==> src/rtl/floppy_command_sequencer_defines.svh <==
// ----------------------------------------------------------------------------
// Floppy command sequencer assertion macros
// Shared assertion wrappers. They compile to nothing under synthesis.
// ----------------------------------------------------------------------------
`ifndef FLOPPY_COMMAND_SEQUENCER_DEFINES_SVH
`define FLOPPY_COMMAND_SEQUENCER_DEFINES_SVH

`ifndef SYNTHESIS

// Property that must hold at every clock edge outside reset.
`define FCS_ASSERT(lbl, clk, rst_n, prop) \
  lbl: assert property (@(posedge clk) disable iff (!rst_n) (prop)) \
    else $error("%m: check failed");

// Same-cycle implication.
`define FCS_ASSERT_IMPL(lbl, clk, rst_n, ante, cons) \
  lbl: assert property (@(posedge clk) disable iff (!rst_n) (ante) |-> (cons)) \
    else $error("%m: implication failed");

// Next-cycle implication.
`define FCS_ASSERT_NEXT(lbl, clk, rst_n, ante, cons) \
  lbl: assert property (@(posedge clk) disable iff (!rst_n) (ante) |=> (cons)) \
    else $error("%m: next-cycle implication failed");

`else

`define FCS_ASSERT(lbl, clk, rst_n, prop)
`define FCS_ASSERT_IMPL(lbl, clk, rst_n, ante, cons)
`define FCS_ASSERT_NEXT(lbl, clk, rst_n, ante, cons)

`endif

`endif

==> src/rtl/fcs_pkg.sv <==
// ----------------------------------------------------------------------------
// Floppy command sequencer package
// Field widths, event and phase codes, configuration and result types.
// ----------------------------------------------------------------------------
package fcs_pkg;

  localparam int CMD_W     = 3;
  localparam int BLOCK_W   = 12;
  localparam int SECT_W    = 5;
  localparam int ADDR_W    = 24;
  localparam int STATUS_W  = 8;
  localparam int TIMER_W   = 16;
  localparam int RETRY_W   = 3;
  localparam int CYL_W     = 7;
  localparam int CFG_IDX_W = 3;

  // Block quotient by sectors per track: at least eight sectors per track,
  // so a 12-bit block gives at most nine quotient bits.
  localparam int QUOT_W       = 9;
  // Upper bound of log2 of the sectors per track (at most 36).
  localparam int SPT_MAX_LOG2 = 6;

  // Status byte 0 checks.
  localparam logic [STATUS_W-1:0] SEEK_ST_MASK = 8'hf8;
  localparam logic [STATUS_W-1:0] SEEK_ST_OK   = 8'h20;
  localparam logic [STATUS_W-1:0] XFER_ST_MASK = 8'hd8;

  // Configuration reset values.
  localparam logic [TIMER_W-1:0] SPINUP_RST      = 16'd250;
  localparam logic [TIMER_W-1:0] RESET_TMO_RST   = 16'd500;
  localparam logic [TIMER_W-1:0] RECAL_TMO_RST   = 16'd5000;
  localparam logic [TIMER_W-1:0] SEEK_TMO_RST    = 16'd4000;
  localparam logic [TIMER_W-1:0] XFER_TMO_RST    = 16'd2000;
  localparam logic [TIMER_W-1:0] IDLE_OFF_RST    = 16'd5000;
  localparam logic [RETRY_W-1:0] RETRY_LIMIT_RST = 3'd3;

  typedef enum logic [CMD_W-1:0] {
    CMD_RD_REQ = 3'd0,
    CMD_WR_REQ = 3'd1,
    CMD_INTR   = 3'd2,
    CMD_TMO    = 3'd3,
    CMD_CLOSE  = 3'd4
  } cmd_e;

  typedef enum logic [2:0] {
    PH_OFF   = 3'd0,
    PH_ON    = 3'd1,
    PH_RESET = 3'd2,
    PH_RECAL = 3'd3,
    PH_SEEK  = 3'd4,
    PH_XFER  = 3'd5,
    PH_READY = 3'd6
  } phase_e;

  typedef enum logic [1:0] {
    PEND_NONE  = 2'd0,
    PEND_READ  = 2'd1,
    PEND_WRITE = 2'd2
  } pend_e;

  typedef enum logic [1:0] {
    MOTOR_NONE  = 2'd0,
    MOTOR_OFF   = 2'd1,
    MOTOR_ON    = 2'd2,
    MOTOR_PULSE = 2'd3
  } motor_e;

  typedef enum logic [1:0] {
    TMR_LEAVE = 2'd0,
    TMR_STOP  = 2'd1,
    TMR_LOAD  = 2'd2
  } tmr_e;

  typedef enum logic [2:0] {
    ISSUE_NONE  = 3'd0,
    ISSUE_RECAL = 3'd1,
    ISSUE_SEEK  = 3'd2,
    ISSUE_READ  = 3'd3,
    ISSUE_WRITE = 3'd4
  } issue_e;

  typedef enum logic [1:0] {
    ERR_NONE  = 2'd0,
    ERR_IO    = 2'd1,
    ERR_RANGE = 2'd2
  } err_e;

  typedef enum logic [CFG_IDX_W-1:0] {
    CFG_SPINUP      = 3'd0,
    CFG_RESET_TMO   = 3'd1,
    CFG_RECAL_TMO   = 3'd2,
    CFG_SEEK_TMO    = 3'd3,
    CFG_XFER_TMO    = 3'd4,
    CFG_IDLE_OFF    = 3'd5,
    CFG_RETRY_LIMIT = 3'd6
  } cfg_idx_e;

  typedef struct packed {
    logic [TIMER_W-1:0] spinup_ms;
    logic [TIMER_W-1:0] reset_timeout_ms;
    logic [TIMER_W-1:0] recal_timeout_ms;
    logic [TIMER_W-1:0] seek_timeout_ms;
    logic [TIMER_W-1:0] xfer_timeout_ms;
    logic [TIMER_W-1:0] idle_off_ms;
    logic [RETRY_W-1:0] retry_limit;
  } cfg_t;

  // One accepted event plus the block quotient computed on the way in.
  typedef struct packed {
    logic [CMD_W-1:0]    cmd;
    logic [BLOCK_W-1:0]  block;
    logic [SECT_W-1:0]   sectors;
    logic [ADDR_W-1:0]   dma_addr;
    logic [STATUS_W-1:0] status;
    logic [QUOT_W-1:0]   quot;
  } item_t;

  typedef struct packed {
    logic [2:0]          phase;
    logic [1:0]          motor_write;
    logic [1:0]          timer_action;
    logic [TIMER_W-1:0]  timer_ms;
    logic [2:0]          issue;
    logic                head;
    logic [CYL_W-1:0]    cylinder;
    logic [SECT_W-1:0]   sector;
    logic [ADDR_W-1:0]   xfer_addr;
    logic [SECT_W-1:0]   xfer_sectors;
    logic                wake;
    logic [1:0]          error;
  } res_t;

endpackage

==> src/rtl/fcs_blk_div.sv <==
// ----------------------------------------------------------------------------
// Block divider
// Divides the block number by the sectors per track with a reciprocal multiply.
// ----------------------------------------------------------------------------
module fcs_blk_div #(
  parameter int SECTORS_PER_TRACK = 18
) (
  input  logic [fcs_pkg::BLOCK_W-1:0] block_i,
  output logic [fcs_pkg::QUOT_W-1:0]  quot_o
);
  import fcs_pkg::*;

  // With a shift of BLOCK_W plus log2 of the largest divisor, the rounded-up
  // reciprocal gives the exact floor quotient for every 12-bit block.
  localparam int RECIP_SHIFT = BLOCK_W + SPT_MAX_LOG2;
  localparam int RECIP_MULT  = (2 ** RECIP_SHIFT + SECTORS_PER_TRACK - 1) / SECTORS_PER_TRACK;
  localparam int MULT_W      = RECIP_SHIFT - 2;
  localparam int PROD_W      = BLOCK_W + MULT_W;

  logic [PROD_W-1:0] prod;

  assign prod   = PROD_W'(block_i) * PROD_W'(RECIP_MULT);
  assign quot_o = prod[RECIP_SHIFT +: QUOT_W];

endmodule

==> src/rtl/fcs_cfg_regs.sv <==
// ----------------------------------------------------------------------------
// Configuration registers
// Timer values and retry limit, written through the configuration channel.
// ----------------------------------------------------------------------------
module fcs_cfg_regs (
  input  logic                          clk_i,
  input  logic                          rst_ni,
  input  logic                          wr_en_i,
  input  logic [fcs_pkg::CFG_IDX_W-1:0] wr_idx_i,
  input  logic [fcs_pkg::TIMER_W-1:0]   wr_data_i,
  output fcs_pkg::cfg_t                 cfg_o
);
  import fcs_pkg::*;

  cfg_t cfg_q;

  always_ff @(posedge clk_i or negedge rst_ni) begin
    if (!rst_ni) begin
      cfg_q.spinup_ms        <= SPINUP_RST;
      cfg_q.reset_timeout_ms <= RESET_TMO_RST;
      cfg_q.recal_timeout_ms <= RECAL_TMO_RST;
      cfg_q.seek_timeout_ms  <= SEEK_TMO_RST;
      cfg_q.xfer_timeout_ms  <= XFER_TMO_RST;
      cfg_q.idle_off_ms      <= IDLE_OFF_RST;
      cfg_q.retry_limit      <= RETRY_LIMIT_RST;
    end else if (wr_en_i) begin
      case (wr_idx_i)
        CFG_SPINUP:      cfg_q.spinup_ms        <= wr_data_i;
        CFG_RESET_TMO:   cfg_q.reset_timeout_ms <= wr_data_i;
        CFG_RECAL_TMO:   cfg_q.recal_timeout_ms <= wr_data_i;
        CFG_SEEK_TMO:    cfg_q.seek_timeout_ms  <= wr_data_i;
        CFG_XFER_TMO:    cfg_q.xfer_timeout_ms  <= wr_data_i;
        CFG_IDLE_OFF:    cfg_q.idle_off_ms      <= wr_data_i;
        CFG_RETRY_LIMIT: cfg_q.retry_limit      <= wr_data_i[RETRY_W-1:0];
        default: ;
      endcase
    end
  end

  assign cfg_o = cfg_q;

endmodule

==> src/rtl/fcs_seq_core.sv <==
// ----------------------------------------------------------------------------
// Sequencer core
// Holds the drive phase and request, decides each event in one pass.
// ----------------------------------------------------------------------------
module fcs_seq_core #(
  parameter int SECTORS_PER_TRACK = 18,
  parameter int HEADS             = 2,
  parameter int CYLINDERS         = 80
) (
  input  logic           clk_i,
  input  logic           rst_ni,
  input  logic           fire_i,
  input  fcs_pkg::item_t item_i,
  input  fcs_pkg::cfg_t  cfg_i,
  output fcs_pkg::res_t  res_o
);
  import fcs_pkg::*;

  localparam int TOTAL_BLOCKS = HEADS * CYLINDERS * SECTORS_PER_TRACK;

  typedef enum logic [3:0] {
    ACT_NONE,
    ACT_ON,
    ACT_RESET,
    ACT_RECAL,
    ACT_SEEK,
    ACT_XFER,
    ACT_READY,
    ACT_OFF,
    ACT_ERROR,
    ACT_RANGE,
    ACT_STOP
  } act_e;

  phase_e              phase_q, phase_d;
  pend_e               pend_q, pend_d;
  logic [RETRY_W-1:0]  retry_q, retry_d;
  logic                head_q, head_d;
  logic [CYL_W-1:0]    cyl_q, cyl_d;
  logic [SECT_W-1:0]   sect_q, sect_d;
  logic [SECT_W-1:0]   nsect_q, nsect_d;
  logic [ADDR_W-1:0]   addr_q, addr_d;

  act_e                act;
  logic                retry_go;
  logic                out_of_range;
  logic                seek_ok;
  logic                xfer_ok;
  logic [BLOCK_W-1:0]  quot_prod;
  logic [BLOCK_W-1:0]  sect_idx;
  logic [SECT_W-1:0]   item_sect;
  logic                item_head;
  logic [CYL_W-1:0]    item_cyl;
  logic [QUOT_W-1:0]   cyl_full;
  res_t                res;

  // Geometry of the incoming block from its quotient by sectors per track.
  // The quotient times the divisor never exceeds the block, so 12 bits hold it.
  assign quot_prod = BLOCK_W'(item_i.quot) * BLOCK_W'(SECTORS_PER_TRACK);
  assign sect_idx  = item_i.block - quot_prod;
  assign item_sect = SECT_W'(sect_idx + BLOCK_W'(1));
  assign cyl_full  = (HEADS == 2) ? (item_i.quot >> 1) : item_i.quot;
  assign item_head = (HEADS == 2) ? item_i.quot[0] : 1'b0;
  assign item_cyl  = cyl_full[CYL_W-1:0];

  assign out_of_range = {1'b0, item_i.block} >= (BLOCK_W + 1)'(TOTAL_BLOCKS);
  assign seek_ok      = (item_i.status & SEEK_ST_MASK) == SEEK_ST_OK;
  assign xfer_ok      = (item_i.status & XFER_ST_MASK) == '0;

  always_comb begin
    act      = ACT_NONE;
    retry_go = 1'b0;
    pend_d   = pend_q;
    retry_d  = retry_q;
    head_d   = head_q;
    cyl_d    = cyl_q;
    sect_d   = sect_q;
    nsect_d  = nsect_q;
    addr_d   = addr_q;

    case (item_i.cmd)
      CMD_RD_REQ, CMD_WR_REQ: begin
        if (out_of_range) begin
          act = ACT_RANGE;
        end else begin
          pend_d  = (item_i.cmd == CMD_WR_REQ) ? PEND_WRITE : PEND_READ;
          retry_d = '0;
          head_d  = item_head;
          cyl_d   = item_cyl;
          sect_d  = item_sect;
          nsect_d = (item_i.sectors == '0) ? SECT_W'(1) : item_i.sectors;
          addr_d  = item_i.dma_addr;
          act     = (phase_q == PH_OFF) ? ACT_ON : ACT_SEEK;
        end
      end
      CMD_INTR: begin
        if (phase_q inside {PH_RESET, PH_RECAL, PH_SEEK, PH_XFER}) begin
          if (pend_q == PEND_NONE) begin
            act = ACT_STOP;
          end else begin
            case (phase_q)
              PH_RESET: act = ACT_RECAL;
              PH_RECAL: act = seek_ok ? ACT_SEEK : ACT_ERROR;
              PH_SEEK: begin
                if (seek_ok) act = ACT_XFER;
                else retry_go = 1'b1;
              end
              PH_XFER: begin
                if (xfer_ok) act = ACT_READY;
                else retry_go = 1'b1;
              end
              default: act = ACT_NONE;
            endcase
          end
        end
      end
      CMD_TMO: begin
        case (phase_q)
          PH_ON:              act = ACT_RESET;
          PH_RESET, PH_RECAL: act = ACT_ERROR;
          PH_SEEK, PH_XFER:   retry_go = 1'b1;
          PH_READY:           act = ACT_OFF;
          default:            act = ACT_NONE;
        endcase
      end
      CMD_CLOSE: begin
        pend_d = PEND_NONE;
        act    = ACT_OFF;
      end
      default: act = ACT_NONE;
    endcase

    // Failed seek or transfer: go back through a controller reset while
    // retries remain, otherwise give up with an I/O error.
    if (retry_go) begin
      if (retry_q < cfg_i.retry_limit) begin
        retry_d = retry_q + RETRY_W'(1);
        act     = ACT_RESET;
      end else begin
        act = ACT_ERROR;
      end
    end
  end

  always_comb begin
    res     = '0;
    phase_d = phase_q;

    case (act)
      ACT_ON: begin
        phase_d          = PH_ON;
        res.motor_write  = MOTOR_ON;
        res.timer_action = TMR_LOAD;
        res.timer_ms     = cfg_i.spinup_ms;
      end
      ACT_RESET: begin
        phase_d          = PH_RESET;
        res.motor_write  = MOTOR_PULSE;
        res.timer_action = TMR_LOAD;
        res.timer_ms     = cfg_i.reset_timeout_ms;
      end
      ACT_RECAL: begin
        phase_d          = PH_RECAL;
        res.timer_action = TMR_LOAD;
        res.timer_ms     = cfg_i.recal_timeout_ms;
        res.issue        = ISSUE_RECAL;
      end
      ACT_SEEK: begin
        phase_d          = PH_SEEK;
        res.timer_action = TMR_LOAD;
        res.timer_ms     = cfg_i.seek_timeout_ms;
        res.issue        = ISSUE_SEEK;
        res.head         = head_d;
        res.cylinder     = cyl_d;
      end
      ACT_XFER: begin
        phase_d          = PH_XFER;
        res.timer_action = TMR_LOAD;
        res.timer_ms     = cfg_i.xfer_timeout_ms;
        res.issue        = (pend_d == PEND_WRITE) ? ISSUE_WRITE : ISSUE_READ;
        res.head         = head_d;
        res.cylinder     = cyl_d;
        res.sector       = sect_d;
        res.xfer_addr    = addr_d;
        res.xfer_sectors = nsect_d;
      end
      ACT_READY: begin
        phase_d          = PH_READY;
        res.wake         = 1'b1;
        res.timer_action = TMR_LOAD;
        res.timer_ms     = cfg_i.idle_off_ms;
      end
      ACT_OFF: begin
        phase_d          = PH_OFF;
        res.motor_write  = MOTOR_OFF;
        res.timer_action = TMR_STOP;
      end
      ACT_ERROR: begin
        phase_d          = PH_OFF;
        res.motor_write  = MOTOR_OFF;
        res.timer_action = TMR_STOP;
        res.wake         = 1'b1;
        res.error        = ERR_IO;
      end
      ACT_RANGE: begin
        res.wake  = 1'b1;
        res.error = ERR_RANGE;
      end
      ACT_STOP: res.timer_action = TMR_STOP;
      default: ;
    endcase

    res.phase = phase_d;
  end

  assign res_o = res;

  always_ff @(posedge clk_i or negedge rst_ni) begin
    if (!rst_ni) begin
      phase_q <= PH_OFF;
      pend_q  <= PEND_NONE;
      retry_q <= '0;
      head_q  <= 1'b0;
      cyl_q   <= '0;
      sect_q  <= '0;
      nsect_q <= '0;
      addr_q  <= '0;
    end else if (fire_i) begin
      phase_q <= phase_d;
      pend_q  <= pend_d;
      retry_q <= retry_d;
      head_q  <= head_d;
      cyl_q   <= cyl_d;
      sect_q  <= sect_d;
      nsect_q <= nsect_d;
      addr_q  <= addr_d;
    end
  end

endmodule

==> src/rtl/floppy_command_sequencer.sv <==
// ----------------------------------------------------------------------------
// Floppy command sequencer
// An event transfer goes into the input register, then its result into the
// result register; one event per cycle unless the result channel stalls.
// Rate is set by the single decision pass between the two registers.
// Reset (rst_ni low, asynchronous) empties both stages, puts the drive in the
// off phase with no request and loads the default timer and retry settings.
// ----------------------------------------------------------------------------
`include "floppy_command_sequencer_defines.svh"

module floppy_command_sequencer #(
  parameter int SECTORS_PER_TRACK = 18,
  parameter int HEADS             = 2,
  parameter int CYLINDERS         = 80
) (
  input  logic                          clk_i,
  input  logic                          rst_ni,

  // Event channel.
  input  logic                          in_valid_i,
  output logic                          in_stall_o,
  input  logic [fcs_pkg::CMD_W-1:0]     cmd_i,
  input  logic [fcs_pkg::BLOCK_W-1:0]   block_i,
  input  logic [fcs_pkg::SECT_W-1:0]    sectors_i,
  input  logic [fcs_pkg::ADDR_W-1:0]    dma_addr_i,
  input  logic [fcs_pkg::STATUS_W-1:0]  status_i,

  // Result channel.
  output logic                          out_valid_o,
  input  logic                          out_stall_i,
  output logic [2:0]                    phase_o,
  output logic [1:0]                    motor_write_o,
  output logic [1:0]                    timer_action_o,
  output logic [fcs_pkg::TIMER_W-1:0]   timer_ms_o,
  output logic [2:0]                    issue_o,
  output logic                          head_o,
  output logic [fcs_pkg::CYL_W-1:0]     cylinder_o,
  output logic [fcs_pkg::SECT_W-1:0]    sector_o,
  output logic [fcs_pkg::ADDR_W-1:0]    xfer_addr_o,
  output logic [fcs_pkg::SECT_W-1:0]    xfer_sectors_o,
  output logic                          wake_o,
  output logic [1:0]                    error_o,

  // Configuration write channel.
  input  logic                          cfg_valid_i,
  output logic                          cfg_ready_o,
  input  logic [fcs_pkg::CFG_IDX_W-1:0] cfg_index_i,
  input  logic [fcs_pkg::TIMER_W-1:0]   cfg_data_i
);
  import fcs_pkg::*;

  // The design is a two-register pipeline. An event transfer lands in the
  // input register together with the block quotient by sectors per track,
  // which is a constant reciprocal multiply done on the way in. When the
  // result register is free, the core decides the event from that register
  // and its own state, and its result is registered as the core state is
  // updated at the same edge. So the following event, already waiting in
  // the input register, always sees the state left by the one before it.

  logic  in_vld_q;
  item_t item_q;
  logic  out_vld_q;
  res_t  res_q;

  logic  in_xfer;
  logic  out_hold;
  logic  fire;
  logic [QUOT_W-1:0] quot;
  cfg_t  cfg;
  res_t  res;

  // The result register frees up when it is empty or its result is taken.
  // The input register only stalls when it is full and cannot move on.
  assign out_hold   = out_vld_q & out_stall_i;
  assign fire       = in_vld_q & ~out_hold;
  assign in_stall_o = in_vld_q & out_hold;
  assign in_xfer    = in_valid_i & ~in_stall_o;

  // Configuration is always accepted; writes must arrive only while idle, and the block itself does not enforce this.
  assign cfg_ready_o = 1'b1;

  fcs_blk_div #(
    .SECTORS_PER_TRACK (SECTORS_PER_TRACK)
  ) u_blk_div (
    .block_i (block_i),
    .quot_o  (quot)
  );

  fcs_cfg_regs u_cfg_regs (
    .clk_i     (clk_i),
    .rst_ni    (rst_ni),
    .wr_en_i   (cfg_valid_i & cfg_ready_o),
    .wr_idx_i  (cfg_index_i),
    .wr_data_i (cfg_data_i),
    .cfg_o     (cfg)
  );

  fcs_seq_core #(
    .SECTORS_PER_TRACK (SECTORS_PER_TRACK),
    .HEADS             (HEADS),
    .CYLINDERS         (CYLINDERS)
  ) u_seq_core (
    .clk_i  (clk_i),
    .rst_ni (rst_ni),
    .fire_i (fire),
    .item_i (item_q),
    .cfg_i  (cfg),
    .res_o  (res)
  );

  // Stage valid flags.
  always_ff @(posedge clk_i or negedge rst_ni) begin
    if (!rst_ni) begin
      in_vld_q  <= 1'b0;
      out_vld_q <= 1'b0;
    end else begin
      in_vld_q  <= in_xfer | (in_vld_q & ~fire);
      out_vld_q <= fire | out_hold;
    end
  end

  // Stage payloads; they load only on a transfer into the stage.
  always_ff @(posedge clk_i) begin
    if (in_xfer) begin
      item_q.cmd      <= cmd_i;
      item_q.block    <= block_i;
      item_q.sectors  <= sectors_i;
      item_q.dma_addr <= dma_addr_i;
      item_q.status   <= status_i;
      item_q.quot     <= quot;
    end
    if (fire) begin
      res_q <= res;
    end
  end

  assign out_valid_o    = out_vld_q;
  assign phase_o        = res_q.phase;
  assign motor_write_o  = res_q.motor_write;
  assign timer_action_o = res_q.timer_action;
  assign timer_ms_o     = res_q.timer_ms;
  assign issue_o        = res_q.issue;
  assign head_o         = res_q.head;
  assign cylinder_o     = res_q.cylinder;
  assign sector_o       = res_q.sector;
  assign xfer_addr_o    = res_q.xfer_addr;
  assign xfer_sectors_o = res_q.xfer_sectors;
  assign wake_o         = res_q.wake;
  assign error_o        = res_q.error;

  // A waiting event with a free result register produces a result next cycle.
  `FCS_ASSERT_NEXT(a_fire_to_out, clk_i, rst_ni, in_vld_q && !out_hold, out_vld_q)

  // A rejected block issues nothing and leaves the timer alone.
  `FCS_ASSERT_IMPL(a_range_quiet, clk_i, rst_ni, out_valid_o && error_o == ERR_RANGE, issue_o == ISSUE_NONE && timer_action_o == TMR_LEAVE)

  // A data command always comes with the transfer phase and a real sector.
  `FCS_ASSERT_IMPL(a_xfer_fields, clk_i, rst_ni, out_valid_o && (issue_o == ISSUE_READ || issue_o == ISSUE_WRITE), phase_o == PH_XFER && sector_o != 0 && xfer_sectors_o != 0)

  // A clean release of the requester only happens when the transfer is done.
  `FCS_ASSERT_IMPL(a_wake_ready, clk_i, rst_ni, out_valid_o && wake_o && error_o == ERR_NONE, phase_o == PH_READY)

endmodule

==> config.mk <==
export PLATFORM = sky130hd
export DESIGN_NAME = floppy_command_sequencer
export DESIGN_NICKNAME = d
export VERILOG_FILES = /design/src/rtl/fcs_pkg.sv /design/src/rtl/fcs_blk_div.sv /design/src/rtl/fcs_cfg_regs.sv /design/src/rtl/fcs_seq_core.sv /design/src/rtl/floppy_command_sequencer.sv
export VERILOG_INCLUDE_DIRS = /design/src /design/src/rtl
export SDC_FILE = /design/constraint.sdc
export NUM_CORES = 1
export LEC_CHECK = 0
export BUFFER_PORTS_ARGS = -buffer_cell sky130_fd_sc_hd__buf_2
export CAP_MARGIN = 20
export CORE_ASPECT_RATIO = 1.75
export CORE_MARGIN = 3
export CORE_UTILIZATION = 60
export CTS_CLUSTER_DIAMETER = 50
export DETAILED_ROUTE_END_ITERATION = 12
export GPL_TIMING_DRIVEN = 0
export PLACE_DENSITY = 0.83
export SLEW_MARGIN = 20
export SYNTH_ARGS = -nofsm -noshare
export SYNTH_HDL_FRONTEND = slang
export SYNTH_HIERARCHICAL = 1
export SYNTH_SLANG_ARGS = --single-unit
export TNS_END_PERCENT = 20
==> constraint.sdc <==
create_clock -name clk_i -period 8.2 [get_ports clk_i]
set_clock_uncertainty 0.15 [all_clocks]
set_input_delay 1.23 -clock clk_i [delete_from_list [all_inputs] [get_ports clk_i]]
set_output_delay 1.23 -clock clk_i [all_outputs]
set_load 0.005 [all_outputs]
* Word level (Yosys, flattened, before mapping)
Index checks and enable logic that the tools add are counted.
Widths: inputs -> output; s select.
** Storage, ports and cells
- Word-level logic and storage cells :: 147
- Input port bits :: 76
- Output and inout port bits :: 74
- Flip-flop bits (word level) :: 282
** Cells by class
- Multiplexer cells :: 45
- $lt $le $gt $ge :: 2
- $mul :: 2
- Bitwise operators :: 10
- Eq/ne operators :: 28
- Add/subtract/negate cells :: 3
- Reductions and logical operators :: 22
** Operator list (count)
- $pmux 16 s6 :: 1
- $mux 24 :: 2
- $pmux 4 s4 :: 2
- $mux 5 :: 5
- $mul 12x12->24 const B :: 1
- $mux 3 :: 8
- $mux 4 :: 6
- $eq 3x3->1 const B :: 7
- $pmux 3 s7 :: 1
- $eq 3x2->1 const B :: 6
- $eq 4x3->1 const B :: 4
- $mux 7 :: 2
- $reduce_and 2->1 :: 7
- $eq 4x4->1 const B :: 3
- $ge 12x12->1 const B :: 1
- $pmux 2 s2 :: 3
- $pmux 4 s3 :: 1
- $reduce_or 2->1 :: 5
- $eq 3x1->1 const B :: 3
- $logic_not 3->1 :: 3
- $pmux 3 s3 :: 1
- $eq 4x2->1 const B :: 2
- $logic_not 8->1 :: 1
- $mul 8x4->4 const B :: 1
- other kinds (19) :: 36

* Depth between registers and ports, before layout
- Depth after elaboration :: 10
- Mapped depth :: 17
- Gate-level depth less buffers :: 17

* Modules after synthesis
Netlist, hierarchy kept.
** Modules (own cells, without submodules)
- fcs_seq_core :: sequential area each 1251.2 sq um, instances 1, area an instance 4249.1 sq um, cells an instance 490
- floppy_command_sequencer :: sequential area each 4013.8 sq um, instances 1, area an instance 4067.7 sq um, cells an instance 142
- fcs_cfg_regs :: sequential area each 2522.4 sq um, instances 1, area an instance 3844.9 sq um, cells an instance 215
- fcs_blk_div :: sequential area each 0.0 sq um, instances 1, area an instance 2369.8 sq um, cells an instance 264

* Least setup slack after synthesis
OpenSTA, ideal clock, no wires.
- Kind :: input to register
- Start point :: input port out_stall_i
- End point :: register u_seq_core.addr_q[0]
- Stages on the path :: 5
- Buffers on the path :: 2
- Setup time :: 125 ps
- Data required time :: 7925 ps
- Path slack :: 277 ps
- Data arrival time :: 7649 ps
- Cells stage by stage :: a21boi_0 nand2_1 clkbuf_1 buf_2 mux2_2
** Between the ends
- Cells in the longest elaborated chain, start to end :: 3
** RTL lines
- start: declaration :: line floppy_command_sequencer.sv:30 : input logic out_stall_i,
- $and 1x1->1 :: line floppy_command_sequencer.sv:74 : assign out_hold = out_vld_q & out_stall_i;
- $not 1->1 :: line floppy_command_sequencer.sv:75 : assign fire = in_vld_q & ~out_hold;
- $and 1x1->1 :: line floppy_command_sequencer.sv:75
- end signal: assignment :: line fcs_seq_core.sv:236 : addr_q <= addr_d;
- end: declaration :: line fcs_seq_core.sv:42 : logic [ADDR_W-1:0] addr_q, addr_d;
No other way between the ends.
A chain may end at the register's enable or synchronous reset.

* Final worst setup path
- Start point :: input port block_i[1] in the netlist's numbering
- End point :: register item_q[3] in the netlist's numbering (data pin)
** Between the ends
- Cells in the longest elaborated chain, start to end :: 1
** RTL lines
- start: declaration :: line floppy_command_sequencer.sv:23 : input logic [fcs_pkg::BLOCK_W-1:0] block_i,
- $mul 12x12->24 :: line fcs_blk_div.sv:22 : assign prod = PROD_W'(block_i) * PROD_W'(RECIP_MULT);
- named net quot[3] :: line floppy_command_sequencer.sv:68 : logic [QUOT_W-1:0] quot;
- end: declaration :: line floppy_command_sequencer.sv:61 : item_t item_q;
The timed path passes the listed nets, and every way through them passes these cells.

==> results.md <==
- Area grow syn2layout: 15.18%
- Final Setup Violations: 0
- Die area: 25920 um^2
- CTS tree: built
- R2R depth: 9
- Root Buffer: clkbuf_16
- Kind of critical path: in2reg
- Total wire length: 32.55 mm
- DP HPWL: 23.59 mm
- First-pass GRT wire length: just over 50 mm
- Crit path buffers/inverters: 7
- Via count: 9335
- Die extent in x: 123.0 um
- Avg Cell Area, Syn: 13.02 um^2
- Total Power: 5.014 mW
- Max-cap violations: 0
- Rows: 74
- Total Neg Setup Slack: 0 ps
- Clock H-tree levels: 1
- Port Buffer Count: approximately 140
- Stages on worst setup path: 18
- CP delay by family, top: adder cells
- Hold-fix buffers, CTS: 0
- Area of the core: 23430 um^2
- Top cell by count, worst path: inv_1
- Largest net degree at the start of global routing: 80
- Total GRT Usage: 25.46%
- Synth Net Count: 1291
- Initial core utilization: 61.34%
- Worst-path maximum fanout: 4
- Setup crit end kind: flip-flop
- Fin crit period: 5428 ps
- Initial antenna violation count: 4
- Hold Crit Class: reg2reg
- RSZ-0062 raised after global routing: no
- Later-pin clock latency in the skew report: 550 ps
- Reg area: 7637 um^2
- Drt pass-1 iters: 4
- Filler cell count: 1595
- Layout cell share with drive strength beyond 1: 37.07%
- Clock tree buffer depth: 3
- Multi-input gate area: roughly 6200 um^2
- Critical-path cell list: buf_2 -> inv_1 -> fa_1 -> inv_1 -> ha_1 -> inv_1 -> fa_1 -> inv_1 -> fa_1 -> inv_1 -> fa_1 -> inv_1 -> ha_1 -> a21oi_1 -> o21ai_1 -> a32o_2 -> nor4_1 -> a311oi_1
- Die height: around 210 um
- Synthesized area: 14370 um^2
- DR DRC count: 0
- Routed vias/inst: between 5 and 6
- Vias in the first global route: between 9000 and 10000
- I/O pin count: 150
- Ys Warns: 6
- WHS Path Cells: 2
- Fmax achieved: 184.2 MHz
- Slew Limit Fails: 0
- Post-CTS Setup Bufs: 0
- Commonest non-fill, non-tap cells in the layout: buf_2, mux2_2, nand2_1
- RePlAce Congestion: 0.9490
- Num CTS Buffers: 27
- Nets@finish: 1469
- Critical Path AT: 5570 ps
- Most common cell after layout, fill and taps aside: buf_2
- Detailed router's first-iteration violation count: 543
- Status: finished, final reports clean
- Peak supply drop: just over 200 uV
- Pleak: 7.225 nW
- Sink Count: 278
- Pwr/cell area: around 300 nW/um^2
- CP max stage delay: 550 ps
- Post-cts resize count: 0
- Detailed-route wire length per cell: 20.21 um
- Antenna-violating nets left: 0
- Slew @ Worst Pin: ~790 ps
- Final Hold Fails: 0
- Total global routing overflow: 0
- CP startpoint kind: primary input
- CP required: 8340 ps
- Worst-path clk slew: approximately 70 ps
- Max_slew headroom: 47.22%
- Final period util: 66.20%
- Slowest library cell on the worst path: fa_1
- Post-Synthesis Cells: 1104
-- where the power goes --
group          switching, mW  internal (mW)  total (mW)
sequential             0.143           1.82        1.96
combinational           1.04          0.752        1.79
clock                  0.543          0.722        1.27
-- final timing paths --
kind	from	endpoint	slack [ps]
max	block_i[1]	item_q[3]	2770
min	u_seq_core/sect_q[2]	u_seq_core/sect_q[2]	330
min in group asynchronous	rst_ni	u_cfg_regs/cfg_o[22]	510
max in group asynchronous	rst_ni	u_cfg_regs/cfg_o[60]	6550
max reg2reg	item_q[58]	timer_ms_o[7]	4940
min reg2reg	u_seq_core/sect_q[2]	u_seq_core/sect_q[2]	330
-- registers in the layout (all words and copies together) (netlist names), 5 cells and up --
name	flops
xfer_sectors_o	5
u_seq_core/addr_q	24
u_seq_core/nsect_q	5
item_q	56
sector_o	5
u_seq_core/sect_q	5
u_cfg_regs/cfg_o	99
timer_ms_o	16
xfer_addr_o	24
u_seq_core/cyl_q	7
cylinder_o	7
-- through the flow --
step                cells  util (%)  hold WS, ps  setup WS, ps  area (um^2)
global route         1611     70.65        363.0          2687        16550
global placement     1552     66.05        312.4         -2970        15470
finish               1611     70.65        334.0          2772        16550
detailed placement   1557     66.73        321.8          2259        15630
CTS                  1607     70.61        337.2          2847        16540
floorplan            1104         -        299.7         276.5        14370
-- routing by layer --
layer / GRT usage [%] / wire (um) / vias to the layer above
met3: 3.108 / 1287 / 85
li1: - / - / 4324
met1: 28.25 / 11580 / 4647
met5: 0 / 0 / -
met4: 11.78 / 1449 / 0
met2: 47.59 / 18240 / 279
-- area by class of cell --
type	instances	area share (%)
antenna	4	0.06048
buffer	49	2.026
clock buffer	32	4.256
clock inverter	18	1.232
inverter	67	1.520
multi-input combinational	710	37.22
sequential	278	46.14
tap	304	2.298
timing repair buffer	149	5.246
-- worst reg2reg max path: cells and delay by family, from the launching register on --
| kind | cells | cell delay [ps] |
|---|---|---|
| buffers and inverters | 2 | 570 |
| flip-flops | 1 | 360 |
| AND/OR/NAND/NOR | 3 | 930 |
| AO/OA/AOI/OAI | 4 | 1070 |
No activity file was read; power rests on OpenSTA's default activity.
